[src/sv/ple_pkg.sv]
// Shared types, constants and codes for the positional list engine.
package ple_pkg;

	localparam int CAPACITY   = 64;
	localparam int DATA_WIDTH = 32;
	localparam int IDX_W      = $clog2(CAPACITY);
	localparam int CNT_W      = $clog2(CAPACITY + 1);
	localparam int POS_W      = 7;
	localparam int CMP_W      = ((CNT_W > POS_W) ? CNT_W : POS_W) + 1;

	typedef enum logic [1:0] {
		OP_INSERT = 2'd0,
		OP_DELETE = 2'd1,
		OP_GET    = 2'd2,
		OP_LOCATE = 2'd3
	} op_e_t;

	typedef enum logic [1:0] {
		STS_OK        = 2'd0,
		STS_RANGE     = 2'd1,
		STS_FULL      = 2'd2,
		STS_NOT_FOUND = 2'd3
	} status_e_t;

	typedef enum logic [1:0] {
		ST_IDLE,
		ST_SCAN,
		ST_DONE
	} state_t;

	// Request item.
	typedef struct packed {
		logic [1:0]            kind;
		logic [POS_W-1:0]      position;
		logic [DATA_WIDTH-1:0] value;
	} req_t;

	// Response item.
	typedef struct packed {
		logic [1:0]            status;
		logic [DATA_WIDTH-1:0] read_value;
		logic [POS_W-1:0]      found_position;
		logic [POS_W-1:0]      list_length;
	} rsp_t;

	// Shift command broadcast to every cell for insert and delete.
	typedef struct packed {
		logic                  ins;
		logic                  del;
		logic [IDX_W-1:0]      at;
		logic [DATA_WIDTH-1:0] value;
	} shift_t;

	// Search probe handed from cell to cell for get and locate.
	typedef struct packed {
		logic                  active;
		logic                  get;
		logic [IDX_W-1:0]      target;
		logic [DATA_WIDTH-1:0] key;
		logic [CNT_W-1:0]      count;
		logic                  hit;
		logic [CNT_W-1:0]      hit_pos;
		logic [DATA_WIDTH-1:0] rd;
	} probe_t;

endpackage

[src/sv/ple_cell.sv]
// One list cell: holds one entry, shifts with its neighbours and serves a passing probe.
module ple_cell (
	input  logic                           clk,
	input  logic                           arst_n,
	input  logic [ple_pkg::IDX_W-1:0]      idx,
	input  ple_pkg::shift_t                shift,
	input  logic [ple_pkg::DATA_WIDTH-1:0] left_data,
	input  logic [ple_pkg::DATA_WIDTH-1:0] right_data,
	output logic [ple_pkg::DATA_WIDTH-1:0] data,
	input  ple_pkg::probe_t                probe_in,
	output ple_pkg::probe_t                probe_out
);
	import ple_pkg::*;

	logic [DATA_WIDTH-1:0] data_q;
	probe_t                probe_q;
	probe_t                probe_d;

	assign data      = data_q;
	assign probe_out = probe_q;

	// Entry storage: insert opens a gap at the target, delete closes it.
	always_ff @(posedge clk) begin
		if (shift.ins) begin
			if (idx == shift.at) begin
				data_q <= shift.value;
			end else if (idx > shift.at) begin
				data_q <= left_data;
			end
		end else if (shift.del && (idx >= shift.at)) begin
			data_q <= right_data;
		end
	end

	// The probe stops matching once an earlier cell has hit.
	always_comb begin
		probe_d = probe_in;
		if (probe_in.active && !probe_in.hit) begin
			if (probe_in.get) begin
				if (idx == probe_in.target) begin
					probe_d.hit = 1'b1;
					probe_d.rd  = data_q;
				end
			end else if ((CNT_W'(idx) < probe_in.count) && (data_q == probe_in.key)) begin
				probe_d.hit     = 1'b1;
				probe_d.hit_pos = CNT_W'(idx) + CNT_W'(1);
			end
		end
	end

	// Probe stage register towards the next cell.
	always_ff @(posedge clk or negedge arst_n) begin
		if (!arst_n) begin
			probe_q <= '0;
		end else begin
			probe_q <= probe_d;
		end
	end

endmodule

[config.mk]
export PLATFORM = sky130hd
export DESIGN_NAME = ple_cell
export DESIGN_NICKNAME = d
export VERILOG_FILES = /design/src/sv/ple_pkg.sv /design/src/sv/ple_cell.sv
export SDC_FILE = /design/constraint.sdc
export NUM_CORES = 1
export LEC_CHECK = 0
export ABC_CLOCK_PERIOD_IN_PS = 3300
export BUFFER_PORTS_ARGS = -buffer_cell sky130_fd_sc_hd__buf_4
export CORE_AREA = 5 5 121 123
export CTS_BUF_LIST = sky130_fd_sc_hd__clkbuf_16
export DETAILED_ROUTE_END_ITERATION = 7
export DIE_AREA = 0 0 126 128
export GPL_TIMING_DRIVEN = 0
export PLACE_DENSITY = 0.82
export SETUP_SLACK_MARGIN = 0.2
export SYNTH_ARGS = -nofsm -noshare
export SYNTH_HDL_FRONTEND = slang
export SYNTH_SLANG_ARGS = --single-unit
[constraint.sdc]
create_clock -name clk -period 3.3 [get_ports clk]
set_input_delay 0.66 -clock clk [delete_from_list [all_inputs] [get_ports clk]]
set_output_delay 0.66 -clock clk [all_outputs]
set_load 0.01 [all_outputs]
==> qor.yml <==
run_status:
  status: "finished clean"
global_routing:
  grt_pass1_vias: 4855
  grt_use_total: 0.229
  grt_max_degree: 88
  grt_pass1_wl_mm: 27.7
  antenna_found_initial: 0
  grt_overflow: 0
timing:
  worstMarginPinSlew_ns: 1.15
  drv_slew: 0
  post-route-min-period_ns: 2.38
  fmax_mhz: 420
  finalClockSkew_ns: 0.0120
  rsz0062_at_grt: "no"
  setup_viol: 0
  maxSlewHeadroom: 0.235
  hold_violations: 0
  post-route-period-util: 0.722
drt:
  drt_pass1_iterations: 4
  routedWlPerCell_microns: 20.7
  drc: 0
  vias: 4419
  ant_nets: 0
  wl_mm: 18.7
  drt_iter0_markers: 176
  vias_per_cell: 4.89
synth:
  synthCells: 376
  ys_seq_area_frac: 0.606
  synth_warnings: 0
  syn_avg_cell_area_sq_um: 13.8
  ys_types: 33
  ys_ff_latch: 119
  syn_area_sq_mm: 0.00518
  syn-num-nets: 587
power:
  total_power_w: 0.00431
  p_leak_nw: 3.99
  ir_worst_vdd_mv: 0.342
  powerDensity_mw_per_mm2: 514
cts:
  clkSinkCount: 119
  cts_setup_buffers: 0
  cts_hold_buffers: 0
  cts_tree: "built"
  cts_made_buffers: 17
  cts.htree.levels: 4
  postCtsResizedCells: 0
  clk_pin_slew_ns: 0.06
  insertion_delay_ns: 0.41
  clockRootBuffer: "clkbuf_16"
  cts_buffer_depth: 2
floorplan:
  io_pins: 318
  fp.dieH_microns: 128
  die_w_microns: 126
  rows: 43
  core_area_sq_mm: 0.0136
  initial_utilization: 0.382
  die-area_sq_mm: 0.0161
setup_path:
  path_max_fanout: 32
  worst_setup_path_end_kind: "register"
  r2r_cells: 6
  cp.required_ns: 3.33
  start_kind: "primary input"
  critPathKind: "in2reg"
  critPathArrivalTime_ns: 2.42
layout:
  num_antenna_cells: 0
  area_growth_pct: 61.7
  final_net_count: 922
  final_area_sq_mm: 0.00838
  drive_above_1_share: 0.541
hold_path:
  hold_path_depth: 1
  min_path_type: "in2reg"
place:
  place_congestion: 0.872
  dpl_cell_area_sq_mm: 0.00778
  io_buffers: 316
  place_hpwl_mm: 14.9
flow_run:
  maxCapViolations: 0
[registers in the layout, summed over array words and instances (netlist names)]
signal     count
probe_out     87
data          32
[placed cells by master (no fill, tap or decap), types with 2 or more instances in the layout]
master / instances
buf_4: 320
dfrtp_1: 87
a21oi_1: 37
xnor2_1: 37
nor2_1: 34
mux2i_1: 33
edfxtp_1: 32
mux2_4: 28
clkbuf_16: 19
inv_1: 14
ha_1: 12
nand4_1: 10
mux2_2: 9
clkbuf_1: 6
nand2_1: 4
xor2_1: 4
a21o_1: 3
buf_6: 3
inv_4: 3
clkinv_2: 3
clkinv_1: 3
nand3_1: 2
nor3_1: 2
o21ai_0: 2
bufinv_16: 2
[logic make-up after synthesis]
family          synth area share
mux                        0.164
compound gates            0.0473
buf+inv                   0.0275
xor+xnor                  0.0693
simple gates              0.0570
flops                      0.606
fa+ha+maj                 0.0290
[cell type report]
type                       instances  area (sq um)
fill                            1089          5180
clock buffer                      19           475
inverter                          14          52.6
tap                              180           225
sequential                       119          3140
buffer                            14          90.1
multi-input combinational        229          1900
timing repair buffer             316          2370
clock inverter                    13           121
[metrics by stage]
| step | TNS (ns) | std cells | worst slack, ns | hold WS [ns] | utilization |
|---|---|---|---|---|---|
| 2_1_floorplan | 0 | 376 | 0.657 | 0.364 | - |
| 3_3_place_gp | -1.95 | 872 | -0.0630 | 0.549 | 0.574 |
| 3_5_place_dp | 0 | 872 | 0.438 | 0.559 | 0.574 |
| 4_1_cts | 0 | 904 | 0.874 | 0.341 | 0.618 |
| 5_1_grt | 0 | 904 | 0.765 | 0.347 | 0.618 |
| 6_report | 0 | 904 | 0.917 | 0.364 | 0.618 |
[Yosys cell counts, drive strengths merged]
master	instances	area (sq um)
nor4	2	18.8
o21ai	2	10.0
or3b	1	8.76
dfrtp	87	2180
o2111a	1	11.3
clkbuf	6	22.5
nor2	34	128
xor2	4	35.0
nor3b	1	7.51
o221ai	1	8.76
mux2	37	522
o21a	1	7.51
nor3	2	10.0
nand2b	1	6.26
mux2i	33	330
ha	12	150
nand3	2	10.0
edfxtp	32	961
and3	1	6.26
nand4b	1	8.76
nand2	5	21.3
a21oi	37	185
buf	8	67.6
xnor2	37	324
nand4	10	62.6
a21o	3	22.5
and2b	1	7.51
inv	14	52.6
[power breakdown]
part           total, W  switching (W)  internal (W)  leakage, nW
sequential      0.00173      0.0000870       0.00165         1.32
combinational  0.000716       0.000310      0.000406         2.37
clock           0.00186       0.000668       0.00119        0.296
[critical path: stages]
cell	delay (ns)
buf_4	0.11
inv_1	0.07
ha_1	0.29
nand2b_1	0.10
a21o_1	0.11
a21o_1	0.10
a21oi_1	0.05
o21ai_0	0.17
o21a_2	0.71
[routing by layer]
layer	vias to the layer above	wire length [microns]	track usage	part of all wire
li1	1992	-	-	-
met1	2144	6970	0.261	0.37
met2	248	9720	0.400	0.52
met3	35	1500	0.0713	0.080
met4	0	504	0.0921	0.027
met5	-	0	0	0
[path summary, 6_finish.rpt]
kind / startpoint / to / slack, ns
setup reg to reg: data[3]$_DFFE_PP_ / probe_out[36]$_DFF_PN0_ / 0.96
setup / recovery: idx[0] / data[10]$_DFFE_PP_ / 0.92
min in group asynchronous: arst_n / probe_out[40]$_DFF_PN0_ / 0.48
hold reg to reg: data[17]$_DFFE_PP_ / probe_out[17]$_DFF_PN0_ / 0.57
max in group asynchronous: arst_n / probe_out[5]$_DFF_PN0_ / 2.09
hold / removal: probe_in[65] / probe_out[65]$_DFF_PN0_ / 0.36
No activity file was read; power rests on OpenSTA's default activity.
